## config.mk

```make
export PLATFORM = sky130hd
export DESIGN_NAME = modbus_ascii_frame_decoder_core
export DESIGN_NICKNAME = d
export VERILOG_FILES = /design/src/rtl/mafd_pkg.sv /design/src/rtl/mafd_step.sv /design/src/rtl/mafd_outq.sv /design/src/rtl/modbus_ascii_frame_decoder_core.sv
export VERILOG_INCLUDE_DIRS = /design/src /design/src/rtl
export SDC_FILE = /design/constraint.sdc
export NUM_CORES = 1
export LEC_CHECK = 0
export BUFFER_PORTS_ARGS = -buffer_cell sky130_fd_sc_hd__clkbuf_2
export CORE_ASPECT_RATIO = 1.75
export CORE_MARGIN = 10
export CORE_UTILIZATION = 53
export DETAILED_ROUTE_END_ITERATION = 8
export PLACE_DENSITY = 0.7
export SYNTH_ARGS = -nofsm -noshare
export SYNTH_HDL_FRONTEND = slang
export SYNTH_SLANG_ARGS = --single-unit
```

## constraint.sdc

```tcl
create_clock -name clk -period 8.35 [get_ports clk]
set_input_delay 1.67 -clock clk [delete_from_list [all_inputs] [get_ports clk]]
set_output_delay 1.67 -clock clk [all_outputs]
set_load 0.05 [all_outputs]
```

## src/rtl/modbus_ascii_frame_decoder_core_defines.svh

```systemverilog
// Assertion macros for the Modbus ASCII frame decoder.
`ifndef MODBUS_ASCII_FRAME_DECODER_CORE_DEFINES_SVH
`define MODBUS_ASCII_FRAME_DECODER_CORE_DEFINES_SVH

`ifndef SYNTHESIS
`define MAFD_ASSERT(lbl, clk, rstn, prop) \
    lbl: assert property (@(posedge clk) disable iff (!rstn) prop) \
        else $error("assertion lbl failed");
`define MAFD_ASSERT_NEVER(lbl, clk, rstn, expr) \
    lbl: assert property (@(posedge clk) disable iff (!rstn) !(expr)) \
        else $error("assertion lbl failed");
`else
`define MAFD_ASSERT(lbl, clk, rstn, prop)
`define MAFD_ASSERT_NEVER(lbl, clk, rstn, expr)
`endif

`endif

```

## src/rtl/mafd_pkg.sv

```systemverilog
// Shared types and constants of the Modbus ASCII frame decoder.
package mafd_pkg;

    localparam logic [7:0] MAX_LEN_RESET = 8'd20;
    localparam int         OUTQ_DEPTH    = 4;

    localparam logic [1:0] ST_OK       = 2'd0;
    localparam logic [1:0] ST_FORMAT   = 2'd1;
    localparam logic [1:0] ST_TOO_LONG = 2'd2;
    localparam logic [1:0] ST_MISMATCH = 2'd3;

    typedef struct packed {
        logic       kind;
        logic [7:0] data_byte;
        logic [7:0] frame_address;
        logic [7:0] frame_function;
        logic [7:0] data_count;
        logic [1:0] status;
    } result_t;

endpackage

```

## src/rtl/mafd_step.sv

```systemverilog
// Input register, frame state and per-character decode step.
module mafd_step (
    input  logic              clk,
    input  logic              rst_n,
    input  logic              cfg_we,
    input  logic [7:0]        cfg_data,
    input  logic              in_valid,
    input  logic [7:0]        in_char,
    output logic              in_flight,
    output logic              res_valid,
    output mafd_pkg::result_t res
);
    import mafd_pkg::*;

    localparam logic [3:0] PH_IDLE    = 4'd0;
    localparam logic [3:0] PH_ADDR_HI = 4'd1;
    localparam logic [3:0] PH_ADDR_LO = 4'd2;
    localparam logic [3:0] PH_FUNC_HI = 4'd3;
    localparam logic [3:0] PH_FUNC_LO = 4'd4;
    localparam logic [3:0] PH_BODY_HI = 4'd5;
    localparam logic [3:0] PH_BODY_LO = 4'd6;
    localparam logic [3:0] PH_WAIT_LF = 4'd7;

    localparam logic [7:0] CH_COLON = 8'h3A;
    localparam logic [7:0] CH_CR    = 8'h0D;
    localparam logic [7:0] CH_LF    = 8'h0A;

    function automatic logic [3:0] digit_value(input logic [7:0] c);
        logic [3:0] v;
        v = 4'd0;
        if (c >= 8'h30 && c <= 8'h39)
        begin
            v = c[3:0];
        end
        else if ((c >= 8'h61 && c <= 8'h66) || (c >= 8'h41 && c <= 8'h46))
        begin
            v = c[3:0] + 4'd9;
        end
        return v;
    endfunction

    logic       in_valid_reg;
    logic [7:0] in_char_reg;
    logic [7:0] max_len_reg;
    logic [3:0] phase_reg,  phase_next;
    logic [3:0] nib_reg,    nib_next;
    logic [7:0] addr_reg,   addr_next;
    logic [7:0] func_reg,   func_next;
    logic [7:0] pend_reg,   pend_next;
    logic       pend_valid_reg, pend_valid_next;
    logic [7:0] sum_reg,    sum_next;
    logic [7:0] count_reg,  count_next;
    logic [1:0] err_reg,    err_next;

    logic       do_start;
    logic [3:0] d;
    logic [7:0] b;
    logic [1:0] final_status;

    assign d = digit_value(in_char_reg);
    assign b = {nib_reg, d};
    assign final_status = (err_reg != ST_OK) ? err_reg :
                          ((sum_reg == pend_reg) ? ST_OK : ST_MISMATCH);
    assign in_flight = in_valid_reg;

    always_comb
    begin
        phase_next      = phase_reg;
        nib_next        = nib_reg;
        addr_next       = addr_reg;
        func_next       = func_reg;
        pend_next       = pend_reg;
        pend_valid_next = pend_valid_reg;
        sum_next        = sum_reg;
        count_next      = count_reg;
        err_next        = err_reg;
        do_start        = 1'b0;
        res_valid       = 1'b0;
        res.kind           = 1'b1;
        res.data_byte      = 8'd0;
        res.frame_address  = addr_reg;
        res.frame_function = func_reg;
        res.data_count     = count_reg;
        res.status         = ST_OK;

        if (in_valid_reg)
        begin
            if (phase_reg < PH_ADDR_HI || phase_reg > PH_WAIT_LF)
            begin
                phase_next = PH_IDLE;
                do_start   = (in_char_reg == CH_COLON);
            end
            else if (in_char_reg == CH_COLON)
            begin
                res_valid  = 1'b1;
                res.status = ST_FORMAT;
                do_start   = 1'b1;
            end
            else if (phase_reg == PH_WAIT_LF)
            begin
                res_valid  = 1'b1;
                res.status = (in_char_reg == CH_LF) ? final_status : ST_FORMAT;
                phase_next = PH_IDLE;
            end
            else if (in_char_reg == CH_CR)
            begin
                if (phase_reg != PH_BODY_HI || !pend_valid_reg)
                begin
                    err_next = ST_FORMAT;
                end
                phase_next = PH_WAIT_LF;
            end
            else if (phase_reg == PH_ADDR_HI || phase_reg == PH_FUNC_HI ||
                     phase_reg == PH_BODY_HI)
            begin
                nib_next   = d;
                phase_next = phase_reg + 4'd1;
            end
            else if (phase_reg == PH_ADDR_LO)
            begin
                addr_next  = b;
                sum_next   = sum_reg + b;
                phase_next = PH_FUNC_HI;
            end
            else if (phase_reg == PH_FUNC_LO)
            begin
                func_next  = b;
                sum_next   = sum_reg + b;
                phase_next = PH_BODY_HI;
            end
            else if (phase_reg == PH_BODY_LO)
            begin
                phase_next = PH_BODY_HI;
                pend_next  = b;
                if (!pend_valid_reg)
                begin
                    pend_valid_next = 1'b1;
                end
                else
                begin
                    sum_next = sum_reg + pend_reg;
                    if (count_reg < max_len_reg)
                    begin
                        count_next     = count_reg + 8'd1;
                        res_valid      = 1'b1;
                        res.kind       = 1'b0;
                        res.data_byte  = pend_reg;
                        res.data_count = count_reg + 8'd1;
                    end
                    else
                    begin
                        if (count_reg == max_len_reg && max_len_reg != 8'hFF)
                        begin
                            count_next = count_reg + 8'd1;
                        end
                        if (err_reg == ST_OK)
                        begin
                            err_next = ST_TOO_LONG;
                        end
                    end
                end
            end
        end

        if (do_start)
        begin
            phase_next      = PH_ADDR_HI;
            nib_next        = 4'd0;
            addr_next       = 8'd0;
            func_next       = 8'd0;
            pend_next       = 8'd0;
            pend_valid_next = 1'b0;
            sum_next        = 8'd0;
            count_next      = 8'd0;
            err_next        = ST_OK;
        end
    end

    always_ff @(posedge clk or negedge rst_n)
    begin
        if (!rst_n)
        begin
            in_valid_reg   <= 1'b0;
            max_len_reg    <= MAX_LEN_RESET;
            phase_reg      <= PH_IDLE;
            nib_reg        <= 4'd0;
            addr_reg       <= 8'd0;
            func_reg       <= 8'd0;
            pend_reg       <= 8'd0;
            pend_valid_reg <= 1'b0;
            sum_reg        <= 8'd0;
            count_reg      <= 8'd0;
            err_reg        <= ST_OK;
        end
        else
        begin
            in_valid_reg   <= in_valid;
            if (cfg_we)
            begin
                max_len_reg <= cfg_data;
            end
            phase_reg      <= phase_next;
            nib_reg        <= nib_next;
            addr_reg       <= addr_next;
            func_reg       <= func_next;
            pend_reg       <= pend_next;
            pend_valid_reg <= pend_valid_next;
            sum_reg        <= sum_next;
            count_reg      <= count_next;
            err_reg        <= err_next;
        end
    end

    always_ff @(posedge clk)
    begin
        if (in_valid)
        begin
            in_char_reg <= in_char;
        end
    end

endmodule

```

## src/rtl/mafd_outq.sv

```systemverilog
// Small result queue between the decode step and the output stream.
module mafd_outq #(
    parameter int DEPTH = mafd_pkg::OUTQ_DEPTH
) (
    input  logic                       clk,
    input  logic                       rst_n,
    input  logic                       push,
    input  mafd_pkg::result_t          push_data,
    input  logic                       out_ready,
    output logic                       out_valid,
    output mafd_pkg::result_t          out_data,
    output logic [$clog2(DEPTH+1)-1:0] level
);
    import mafd_pkg::*;

    localparam int PTR_W = (DEPTH > 1) ? $clog2(DEPTH) : 1;
    localparam int LVL_W = $clog2(DEPTH + 1);

    result_t            mem_reg [DEPTH];
    logic [PTR_W-1:0]   wr_ptr_reg;
    logic [PTR_W-1:0]   rd_ptr_reg;
    logic [LVL_W-1:0]   count_reg, count_next;
    logic               pop;

    assign out_valid = (count_reg != '0);
    assign out_data  = mem_reg[rd_ptr_reg];
    assign pop       = out_valid && out_ready;
    assign level     = count_reg;

    always_comb
    begin
        count_next = count_reg;
        if (push && !pop)
        begin
            count_next = count_reg + 1'b1;
        end
        else if (pop && !push)
        begin
            count_next = count_reg - 1'b1;
        end
    end

    always_ff @(posedge clk or negedge rst_n)
    begin
        if (!rst_n)
        begin
            wr_ptr_reg <= '0;
            rd_ptr_reg <= '0;
            count_reg  <= '0;
        end
        else
        begin
            if (push)
            begin
                wr_ptr_reg <= (wr_ptr_reg == PTR_W'(DEPTH - 1)) ? '0 : wr_ptr_reg + 1'b1;
            end
            if (pop)
            begin
                rd_ptr_reg <= (rd_ptr_reg == PTR_W'(DEPTH - 1)) ? '0 : rd_ptr_reg + 1'b1;
            end
            count_reg <= count_next;
        end
    end

    always_ff @(posedge clk)
    begin
        if (push)
        begin
            mem_reg[wr_ptr_reg] <= push_data;
        end
    end

`include "modbus_ascii_frame_decoder_core_defines.svh"

    `MAFD_ASSERT_NEVER(a_no_overflow, clk, rst_n, (count_reg == LVL_W'(DEPTH)) && push && !pop)
    `MAFD_ASSERT(a_empty_ptrs, clk, rst_n, (count_reg == '0) |-> (rd_ptr_reg == wr_ptr_reg))
    `MAFD_ASSERT(a_pop_count, clk, rst_n, (pop && !push) |=> (count_reg == $past(count_reg) - 1'b1))

endmodule

```

## src/rtl/modbus_ascii_frame_decoder_core.sv

```systemverilog
// Top level of the Modbus ASCII frame decoder.
//
//  channel   dir  payload                                  handshake
//  s_*       in   tdata[7:0] char_in                       tvalid/tready
//  m_*       out  tdata data/addr/func/count/status        tvalid/tready
//                 tuser[0] kind
//  cfg_*     in   cfg_data[7:0] max_data_len               cfg_we, no wait
//
//  One character per cycle while s_tready is high; each character goes
//  through the input register, and its result then through the result queue.
//  Reset: max_data_len 20, decoder idle until a ':' arrives.
//  s_tready drops once queued results plus the word in the input register
//  reach the queue depth, so m_tready low stalls input once the queue fills.
module modbus_ascii_frame_decoder_core #(
    parameter int OUTQ_DEPTH = mafd_pkg::OUTQ_DEPTH
) (
    input  logic        clk,
    input  logic        rst_n,
    input  logic        cfg_we,
    input  logic [7:0]  cfg_data,
    input  logic        s_tvalid,
    output logic        s_tready,
    input  logic [7:0]  s_tdata,    // [7:0] char_in
    output logic        m_tvalid,
    input  logic        m_tready,
    output logic [39:0] m_tdata,    // [7:0] data_byte, [15:8] frame_address,
                                    // [23:16] frame_function, [31:24] data_count,
                                    // [33:32] status, [39:34] zero
    output logic [0:0]  m_tuser     // [0] kind
);
    import mafd_pkg::*;

    localparam int LVL_W = $clog2(OUTQ_DEPTH + 1);

    logic             in_flight;
    logic             res_valid;
    result_t          res;
    result_t          q_data;
    logic [LVL_W-1:0] level;

    assign s_tready = (({1'b0, level} + {{LVL_W{1'b0}}, in_flight}) <
                       (LVL_W + 1)'(OUTQ_DEPTH));

    mafd_step u_step (
        .clk       (clk),
        .rst_n     (rst_n),
        .cfg_we    (cfg_we),
        .cfg_data  (cfg_data),
        .in_valid  (s_tvalid && s_tready),
        .in_char   (s_tdata),
        .in_flight (in_flight),
        .res_valid (res_valid),
        .res       (res)
    );

    mafd_outq #(
        .DEPTH (OUTQ_DEPTH)
    ) u_outq (
        .clk       (clk),
        .rst_n     (rst_n),
        .push      (res_valid),
        .push_data (res),
        .out_ready (m_tready),
        .out_valid (m_tvalid),
        .out_data  (q_data),
        .level     (level)
    );

    assign m_tdata = {6'd0, q_data.status, q_data.data_count, q_data.frame_function,
                      q_data.frame_address, q_data.data_byte};
    assign m_tuser = q_data.kind;

endmodule

```

Word level (Yosys, flattened, before mapping)

Memories as Yosys holds them, arrays and structs flattened.
Cells that the tools add are included.

Flip-flop bits (word level): 75
Memory bits (writable): 140
Memories kept: 1
Word-level logic and storage cells: 247

Memories:

| name           | depth | bits a word | rd ports | clocked after Yosys merged registers in | write ports | RTL line        | source |
|---|---|---|---|---|---|---|---|
| u_outq.mem_reg | 4     | 35          | 1        | 0                                       | 1           | mafd_outq.sv:19 | `result_t mem_reg [DEPTH];` |

Magnitude comparators: 10
Equal/unequal tests: 29
$add $sub $neg: 10
Reductions and logical operators: 41
Mux-type cells: 141

Operators with widths:

| operator            | number |
|---|---|
| $mux 8              | 60 |
| $mux 9              | 11 |
| $mux 4              | 19 |
| $mux 2              | 21 |
| $mux 1              | 26 |
| $mux 10             | 2 |
| $add 8x8->8         | 2 |
| $eq 4x3->1 const B  | 4 |
| $eq 8x4->1 const B  | 2 |
| $eq 8x8->1          | 2 |
| $ge 8x7->1 const B  | 2 |
| $le 8x7->1 const B  | 2 |
| $reduce_and 8->1    | 2 |
| $reduce_bool 2->1   | 8 |
| $ne 3x1->1 const B  | 5 |
| $reduce_bool 3->1   | 5 |
| $ne 2x1->1 const B  | 7 |
| $reduce_and 12->1   | 1 |
| $reduce_and 11->1   | 1 |
| $reduce_and 9->1    | 1 |
| $add 8x1->8 const B | 1 |
| $eq 4x2->1 const B  | 2 |
| $eq 8x6->1 const B  | 1 |
| $ge 8x6->1 const B  | 1 |
| other kinds (26)    | 43 |

Depth between registers and ports, before layout

Gate-level depths: netlist (run 1).

Word-level depth: 16
Depth in mapped cells: 15
Gate-level depth less buffers: 15

Cells and area by module

From an unflattened synthesis (run 1), not the netlist that was laid out.

Cell total of the unflattened synthesis: 706
Area total of the unflattened synthesis: 9943.3 µm²

By module, submodules not included:

| module                          | cells an instance | instances | sequential area each (µm²) | area each (µm²) |
|---|---|---|---|---|
| mafd_outq                       | 219               | 1         | 4379.2                     | 5522.8 |
| mafd_step                       | 477               | 1         | 1744.2                     | 4352.9 |
| modbus_ascii_frame_decoder_core | 10                | 1         | 0.0                        | 67.6 |

Worst setup path after synthesis (run 1)

Ideal clock, no wire load.

Path type: register to output
From: reg u_outq.rd_ptr_reg[0]
To: out m_tdata[10]
Path slack: 4.815 ns
Path buffers: 2
Data arrival time: 1.865 ns
Required time: 6.680 ns
Cell stages (with the launch flop): 4
Cell sequence: dfrtp_1 > buf_2 > buf_1 > mux4_2

Cells in the longest elaborated chain, start to end: 1

RTL lines:

| item                     | RTL line                              | source |
|---|---|---|
| start: declaration       | mafd_outq.sv:21                       | `logic [PTR_W-1:0] rd_ptr_reg;` |
| start signal: assignment | mafd_outq.sv:59                       | `rd_ptr_reg <= (rd_ptr_reg == PTR_W'(DEPTH - 1)) ? '0 : rd_ptr_reg + 1'b1;` |
| $mem_v2 4x35             | --                                    |  |
| end: declaration         | modbus_ascii_frame_decoder_core.sv:26 | `output logic [39:0] m_tdata,` |

Every way passes these cells.

Worst setup path after layout (run 1)

From: reg u_outq.rd_ptr_reg[0]
To: out m_tdata[26]

Same word-level chain as after synthesis.

==> results.yml, run 1 <==
logic_synthesis:
  syn-cell-area_sq_mm: 0.00991
  yosys.area.top_type_share: 0.449
  yosysMostFrequentCell: "edfxtp_1"
  synth_top_area_cell: "edfxtp_1"
  synthTopCellsByCount: "edfxtp_1, dfrtp_1, nand2_1, ha_1, nor2_1"
  synth_edf_count: 148
  avgSynthCellArea_sq_um: 14.4
  synth_area_leaders: "edfxtp_1, dfrtp_1, mux4_2, ha_1, mux2i_1"
  ys_async_sr_fraction: 0.312
  ys_seq_area_frac: 0.618
  synthCells: 690
  yosys_most_used_dff: "edfxtp_1"
  yosys_register_bits: 215
  ys_warn_count: 0
  synth.distinct_cells: 67
grt:
  gr-max-usage-layer: "met2"
  met3_usage: 0.0239
  track_usage: 0.167
  met2_usage: 0.306
  overflow: 0
  grt_max_degree: 68
  grt_pass1_vias: 6415
  antenna_found_initial: 0
  use_met1: 0.181
  grt_pass1_wl_microns: 33200
power:
  pwr-share-clk: 0.256
  switchingPower_mw: 1.22
  p_int_mw: 2.14
  vdd.ir_drop.worst_mv: 0.189
  p_leak_nw: 4.53
  powerDensity_mw_per_mm2: 305
  combPwrFrac: 0.338
  sequentialPowerShare: 0.406
  swShare: 0.364
critical_path:
  slowest_stage: "mux4_2"
  path_cells: "buf_4, mux4_2, clkbuf_2"
  reg2reg_slack_ns: 4.75
  critPathLaunch: "u_outq.rd_ptr_reg[0]$_DFFE_PN0P_"
  endpoint_kind: "output pin"
  worstSetupStartpointType: "flip-flop"
  r2r_start: "u_step.in_char_reg[3]$_DFFE_PP_"
  cp_max_fo: 38
  critPathKind: "reg2out"
  cpPeakStageDelay_ns: 0.63
  critPathRequiredTime_ns: 6.68
  cp.arrival_ns: 2.34
worst_hold_path:
  min_from: "u_outq.level[2]$_DFFE_PN0P_"
  min_path_type: "reg2reg"
timing:
  slew_headroom: 0.244
  fin_ws_ns: 4.34
  finalSetupTns_ns: 0
  setup_viol: 0
  worst_pin_slew_ns: 1.13
  rsz0062_at_grt: "no"
  period_needed_ns: 4.01
  finClkSkew_ns: 0.00999
  fin_crit_sh: 0.480
  drv_slew: 0
  hold_viol: 0
  timing.fmax_mhz: 250
layout:
  largest_register_ffs: 140
  fill_cells: 1471
  multiInputGateArea_sq_mm: 0.00354
  antenna_cells: 0
  instances_no_fill: 1000
  area_delta_synth_final_pct: 11.2
  fin_util: 0.596
  fin_nets: 811
  regArea_sq_mm: 0.00612
  drive_above_1_share: 0.198
cts:
  postCtsHoldBufs: 0
  post-cts-setup-buffer-count: 0
  numCtsBuffers: 19
  tritoncts: "yes"
  clock_latency_ns: 0.49
  h-tree-depth: 1
  cts_root_buf: "clkbuf_16"
  cts_buffer_depth: 3
  cts.reportedPaths.clkPinSlew_ns: 0.06
  clkSinkCount: 215
  cts_resized: 0
floorplan:
  initial_core_util: 0.536
  rows: 66
  core_area_sq_mm: 0.0185
  die_h_microns: 201
  die_x_microns: 123
  dieArea_sq_mm: 0.0248
  io_pins: 64
placement:
  place_congestion: 0.902
  dp_hpwl_microns: 14100
  place_inst: 966
  preCtsSetupSlack_ns: 4.79
  port_buffers: 57
drt:
  first_pass_iters: 4
  drt-wirelength-per-cell_microns: 20.1
  drtIter0Drc: 346
  avgViaCountPerCell: 5.84
  ant_nets: 0
  vias: 5839
  wirelength_microns: 20100
  remaining_drc_errors: 0
job:
  cap_viol_max_count: 0
run_status:
  outcome: "completed"
[logic make-up after synthesis]
logic type	count (synthesis)	share of synthesized area
compound gates	107	0.0733
xor+xnor	20	0.0177
fa+ha+maj	41	0.0541
buf+inv	59	0.0268
flops	215	0.618
mux	69	0.115
other cells	1	0.000379
simple gates	178	0.0945
[worst paths after layout]
kind                                                endpoint  cells past startpoint
min in group asynchronous  u_step.max_len_reg[3]$_DFFE_PN0P_                      2
max in group asynchronous   u_outq.rd_ptr_reg[0]$_DFFE_PN0P_                      2
hold / removal                   u_outq.level[2]$_DFFE_PN0P_                      1
setup reg to reg               u_step.sum_reg[6]$_DFFE_PN0P_                     13
setup / recovery                                 m_tdata[26]                      3
hold reg to reg                  u_outq.level[2]$_DFFE_PN0P_                      1
[through the flow]
stage | area, sq um | total power [mW] | hold slack, ns
finish | 11000 | 3.36 | 0.495
floorplan | 9920 | 2.26 | 0.455
global route | 11000 | 3.53 | 0.532
global placement | 10400 | 2.51 | 0.477
CTS | 11000 | 3.40 | 0.496
detailed placement | 10400 | 2.54 | 0.483
[power groups by stage]
stage | registers, mW | logic, mW | clock network (mW)
floorplan | 1.33 | 0.930 | 0
global placement | 1.38 | 1.13 | 0
detailed placement | 1.39 | 1.15 | 0
CTS | 1.37 | 1.16 | 0.883
global route | 1.38 | 1.24 | 0.922
finish | 1.37 | 1.14 | 0.860
[per-layer routing]
layer,vias up,wire length [microns]
li1,2723,-
met1,2914,7380
met2,146,11000
met3,56,803
met4,0,901
met5,-,0
[cell type report]
| cell class | instances | area share |
|---|---|---|
| timing repair buffer | 66 | 0.0320 |
| sequential | 215 | 0.556 |
| multi-input combinational | 421 | 0.321 |
| tap | 238 | 0.0270 |
| clock inverter | 7 | 0.00863 |
| inverter | 26 | 0.00886 |
| clock buffer | 27 | 0.0468 |
[layout by cell type, fill, tap and decap left out, types with 18 or more instances in the layout]
master / Yosys / final
o21ai_0: 24 / 24
clkbuf_2: 0 / 56
mux4_2: 35 / 35
nor2_1: 37 / 37
ha_1: 38 / 38
dfrtp_1: 65 / 64
nand2_1: 51 / 51
inv_1: 26 / 26
clkbuf_16: 0 / 19
mux2i_1: 24 / 24
a21oi_1: 18 / 18
edfxtp_1: 148 / 148
[critical path, delay by kind of cell, from the launching register on]
kind,cells,cell delay (ns)
buffers and inverters,2,0.83
DFF,1,0.34
muxes,1,0.63
Note: power is estimated with default switching activity, not from simulation.
==> run 2: changes to the inputs <==
--- a/config.mk
+++ b/config.mk
@@ -11,7 +11,7 @@
 export CORE_MARGIN = 10
 export CORE_UTILIZATION = 53
 export DETAILED_ROUTE_END_ITERATION = 8
-export PLACE_DENSITY = 0.7
+export PLACE_DENSITY = 0.73
 export SYNTH_ARGS = -nofsm -noshare
 export SYNTH_HDL_FRONTEND = slang
 export SYNTH_SLANG_ARGS = --single-unit
==> constraint.sdc (replaced) <==
create_clock -name clk -period 3.2 [get_ports clk]
set_input_delay 0.64 -clock clk [delete_from_list [all_inputs] [get_ports clk]]
set_output_delay 0.64 -clock clk [all_outputs]
set_load 0.05 [all_outputs]
==> results.yml, run 2 (synthesized netlist as in run 1, its figures left out) <==
run_status:
  outcome: "completed"
cts:
  cts.reportedPaths.clkPinSlew_ns: 0.07
  h-tree-depth: 1
  clock_latency_ns: 0.50
  cts_root_buf: "clkbuf_16"
  clkSinkCount: 215
  tritoncts: "yes"
  cts_buffer_depth: 3
  numCtsBuffers: 19
floorplan:
  die_x_microns: 123
  dieArea_sq_mm: 0.0248
  rows: 66
  initial_core_util: 0.536
  die_h_microns: 201
  core_area_sq_mm: 0.0185
  io_pins: 64
timing:
  finClkSkew_ns: 0.0129
  setup_viol: 0
  worst_pin_slew_ns: 0.752
  rsz0062_at_grt: "yes"
  period_needed_ns: 3.17
  fin_crit_sh: 0.990
  drv_slew: 0
  hold_viol: 0
  fin_ws_ns: 0.0314
  slew_headroom: 0.497
  timing.fmax_mhz: 316
grt:
  track_usage: 0.168
  overflow: 0
  grt_pass1_vias: 6342
  grt_max_degree: 64
  grt_pass1_wl_microns: 33500
  antenna_found_initial: 0
layout:
  fin_util: 0.623
  antenna_cells: 0
  layout_common_cells: "edfxtp_1, dfrtp_1, clkbuf_2, nand2_1, buf_4"
  drive_above_1_share: 0.269
  area_delta_synth_final_pct: 16.3
  final_common_cell: "edfxtp_1"
  largest_register_ffs: 140
  fin_nets: 853
  instances_no_fill: 1042
critical_path:
  cp.arrival_ns: 3.57
  critPathKind: "reg2reg"
  endpoint_kind: "flip-flop"
  critPathRequiredTime_ns: 3.61
  worstSetupStartpointType: "flip-flop"
  cp_max_fo: 4
placement:
  dp_hpwl_microns: 14900
  preCtsSetupSlack_ns: -0.0788
  place_inst: 996
  place_congestion: 0.922
  port_buffers: 57
power:
  p_leak_nw: 4.73
  vdd.ir_drop.worst_mv: 0.430
  powerDensity_mw_per_mm2: 792
  finalPower_mw: 9.13
drt:
  first_pass_iters: 5
  drtIter0Drc: 339
  vias: 6006
  ant_nets: 0
  avgViaCountPerCell: 5.76
  wirelength_microns: 21000
  drt-wirelength-per-cell_microns: 20.2
  remaining_drc_errors: 0
worst_hold_path:
  min_path_type: "in2reg"
job:
  cap_viol_max_count: 0
## run 2: repair_timing
| item | in CTS | in global routing |
|---|---|---|
| gates resized for setup | 5 | 17 |
| setup endpoints to repair | 2 | 3 |
| endpoints found under the hold margin | 4 | 0 |
| buffers inserted | 1 | 10 |
| pin swaps | 2 | 17 |
| gates cloned | 0 | 0 |
| hold buffers | 1 | 0 |
## run 2: critical path: stages, from the launching register on
cell      delay [ns]
edfxtp_1        0.42
or4b_4          0.56
a311oi_2        0.27
buf_4           0.17
nand2_2         0.04
o21a_1          0.20
inv_2           0.08
ha_4            0.21
nor2b_4         0.14
o31a_1          0.29
o21a_1          0.20
o21a_1          0.18
o21a_1          0.16
o31ai_1         0.17
## run 2: through the flow
stage / instance area (sq um) / hold slack (ns) / setup TNS (ns)
after global placement: 10700 / 0.473 / 0
after global routing: 11500 / 0.310 / -0.148
after detailed placement: 10700 / 0.478 / -0.0788
after CTS: 11400 / 0.305 / 0
final: 11500 / 0.322 / 0
after floorplan: 9940 / 0.344 / 0
## run 2: worst paths after layout
check / startpoint / to / slack [ns] / cells past startpoint
max reg2reg: u_step.in_char_reg[4]$_DFFE_PP_ / u_step.sum_reg[6]$_DFFE_PN0P_ / 0.03 / 13
min: s_tdata[0] / u_step.in_char_reg[0]$_DFFE_PP_ / 0.32 / 1
max: u_step.in_char_reg[4]$_DFFE_PP_ / u_step.sum_reg[6]$_DFFE_PN0P_ / 0.03 / 13
min reg2reg: u_step.addr_reg[0]$_DFFE_PN0P_ / u_outq.mem_reg[3][18]$_DFFE_PP_ / 0.52 / 0
max in group asynchronous: rst_n / u_step.max_len_reg[2]$_DFFE_PN1P_ / 2.07 / 3
min in group asynchronous: rst_n / u_outq.wr_ptr_reg[1]$_DFFE_PN0P_ / 0.50 / 2
## run 2: final cells by class
| class | instances | area [sq um] |
|---|---|---|
| Clock inverter | 12 | 150 |
| Clock buffer | 22 | 487 |
| Timing Repair Buffer | 108 | 733 |
| Fill cell | 1405 | 6980 |
| Sequential cell | 215 | 6130 |
| Tap cell | 238 | 298 |
| Multi-Input combinational cell | 421 | 3630 |
| Inverter | 26 | 97.6 |
## run 2: routing by layer
layer	GRT usage	share of wire	up-vias	routed length, microns
met5	0	0	-	0
met4	0.0639	0.036	0	754
met3	0.0222	0.038	52	803
met2	0.306	0.55	151	11500
met1	0.192	0.38	2990	7930
li1	-	-	2813	-
## run 2: power by group
part | switching, mW | internal (mW) | total (mW)
logic | 2.00 | 1.18 | 3.18
registers | 0.344 | 3.26 | 3.60
clock network | 1.00 | 1.35 | 2.35
total | 3.35 | 5.78 | 9.13
==> run 3: changes to the inputs <==
--- a/config.mk
+++ b/config.mk
@@ -11,7 +11,7 @@
 export CORE_MARGIN = 10
 export CORE_UTILIZATION = 53
 export DETAILED_ROUTE_END_ITERATION = 8
-export PLACE_DENSITY = 0.73
+export PLACE_DENSITY = 0.77
 export SYNTH_ARGS = -nofsm -noshare
 export SYNTH_HDL_FRONTEND = slang
 export SYNTH_SLANG_ARGS = --single-unit
==> results.yml, run 3 (synthesized netlist as in run 1, its figures left out) <==
floorplan:
  initial_core_util: 0.536
  die_x_microns: 123
  core_area_sq_mm: 0.0185
  dieArea_sq_mm: 0.0248
  rows: 66
  io_pins: 64
  die_h_microns: 201
timing:
  fin_ws_ns: 0.0551
  rsz0062_at_grt: "yes"
  hold_viol: 0
  period_needed_ns: 3.14
  timing.fmax_mhz: 318
  worst_pin_slew_ns: 0.605
  finalSetupTns_ns: 0
  drv_slew: 0
  slew_headroom: 0.597
  setup_viol: 0
  finClkSkew_ns: 0.0176
  whs_ns: 0.145
  fin_crit_sh: 0.983
grt:
  grt_pass1_wl_microns: 34700
  grt_max_degree: 45
  track_usage: 0.174
  overflow: 0
  antenna_found_initial: 0
  grt_pass1_vias: 6684
job:
  cap_viol_max_count: 0
cts:
  numCtsBuffers: 19
  postCtsHoldBufs: 0
  cts_buffer_depth: 3
  clock_latency_ns: 0.49
  cts_root_buf: "clkbuf_16"
  clkSinkCount: 215
  h-tree-depth: 1
  tritoncts: "yes"
  cts.reportedPaths.clkPinSlew_ns: 0.08
layout:
  final_common_cell: "edfxtp_1"
  area_delta_synth_final_pct: 16.0
  largest_register_ffs: 140
  layout_common_cells: "edfxtp_1, dfrtp_1, clkbuf_2, nand2_1, buf_4"
  drive_above_1_share: 0.269
  fin_util: 0.621
  fin_nets: 847
  instances_no_fill: 1035
  antenna_cells: 0
critical_path:
  critPathRequiredTime_ns: 3.60
  cpPeakStageDelay_ns: 0.50
  slowest_stage: "or4b_4"
  crit_top_cell: "o21a_1"
  cp.arrival_ns: 3.55
  endpoint_kind: "flip-flop"
  cp_max_fo: 4
  worstSetupStartpointType: "flip-flop"
  path_delay_family: "compound AO/OA/AOI/OAI gates"
  crit_buf_inv: 1
  critPathKind: "reg2reg"
  path_cells: "or4b_4, a311oi_2, nor2b_1, o21ai_0, o21a_1, inv_2, ha_4, nor2b_4, o31a_1, o21a_1, o21a_1, o21a_1, o31ai_1"
drt:
  first_pass_iters: 5
  remaining_drc_errors: 0
  vias: 6080
  drt-wirelength-per-cell_microns: 20.4
  drtIter0Drc: 443
  avgViaCountPerCell: 5.87
  ant_nets: 0
  wirelength_microns: 21100
power:
  combPwrFrac: 0.358
  pwr-share-clk: 0.249
  powerDensity_mw_per_mm2: 787
  p_leak_nw: 4.70
  switchingPower_mw: 3.37
  p_int_mw: 5.68
  sequentialPowerShare: 0.393
  vdd.ir_drop.worst_mv: 0.411
  swShare: 0.373
worst_hold_path:
  min_path_type: "in2async"
placement:
  preCtsSetupSlack_ns: -0.0797
  dp_hpwl_microns: 14700
  place_congestion: 0.904
  port_buffers: 57
  place_inst: 990
run_status:
  outcome: "completed"
==> run 3: cell types whose count changed in the layout (fill, tap and decap cells not counted), moves of 2 or more <==
cell / before / now
ha_4: 2 / 4
ha_2: 4 / 2
clkinv_1: 3 / 1
buf_4: 45 / 39
clkbuf_8: 0 / 2
bufinv_16: 3 / 1
==> run 3: area by class of cell <==
class | instances | area [sq um]
clock buffers | 24 | 514
clock inverters | 9 | 92.6
fillers | 1395 | 7010
inverters | 26 | 97.6
multi-input cells | 421 | 3670
flip-flops and latches | 215 | 6120
well taps | 238 | 298
repair buffers | 102 | 698
==> run 3: stage by stage <==
step / total power, mW / instance area, sq um
2_1_floorplan: 5.90 / 9940
3_3_place_gp: 6.68 / 10700
3_5_place_dp: 6.79 / 10700
4_1_cts: 9.05 / 11300
5_1_grt: 9.48 / 11500
6_report: 9.05 / 11500
==> run 3: path summary, 6_finish.rpt <==
check / startpoint / endpoint / slack (ns) / cells past startpoint
hold reg to reg: u_outq.level[2]$_DFFE_PN0P_ / u_outq.level[2]$_DFFE_PN0P_ / 0.53 / 1
setup reg to reg: u_step.in_char_reg[7]$_DFFE_PP_ / u_step.sum_reg[6]$_DFFE_PN0P_ / 0.06 / 13
setup / recovery: u_step.in_char_reg[7]$_DFFE_PP_ / u_step.sum_reg[6]$_DFFE_PN0P_ / 0.06 / 13
min in group clk: s_tdata[7] / u_step.in_char_reg[7]$_DFFE_PP_ / 0.32 / 1
max in group asynchronous: rst_n / u_step.err_reg[1]$_DFFE_PN0P_ / 2.38 / 2
hold / removal: rst_n / u_outq.rd_ptr_reg[0]$_DFFE_PN0P_ / 0.14 / 1
==> run 3: repair_timing <==
action                                  4_1_cts  5_1_grt
pin swaps                                     2       15
gates resized for setup                       6       22
endpoints found under the setup margin        2        5
setup buffers                                 3        9
==> run 3: power groups by stage <==
stage               Sequential (mW)  Combinational, mW  Clock [mW]
finish                         3.56               3.24        2.25
global route                   3.59               3.50        2.39
CTS                            3.54               3.23        2.28
detailed placement             3.60               3.19           0
global placement               3.57               3.11           0
floorplan                      3.47               2.43           0
==> run 3: per-layer routing <==
| metal | GRT usage | vias to the layer above | wire length (microns) |
|---|---|---|---|
| li1 | - | 2784 | - |
| met1 | 0.191 | 3078 | 7540 |
| met2 | 0.312 | 158 | 11700 |
| met3 | 0.0237 | 60 | 931 |
| met4 | 0.0865 | 0 | 951 |
| met5 | 0 | - | 0 |
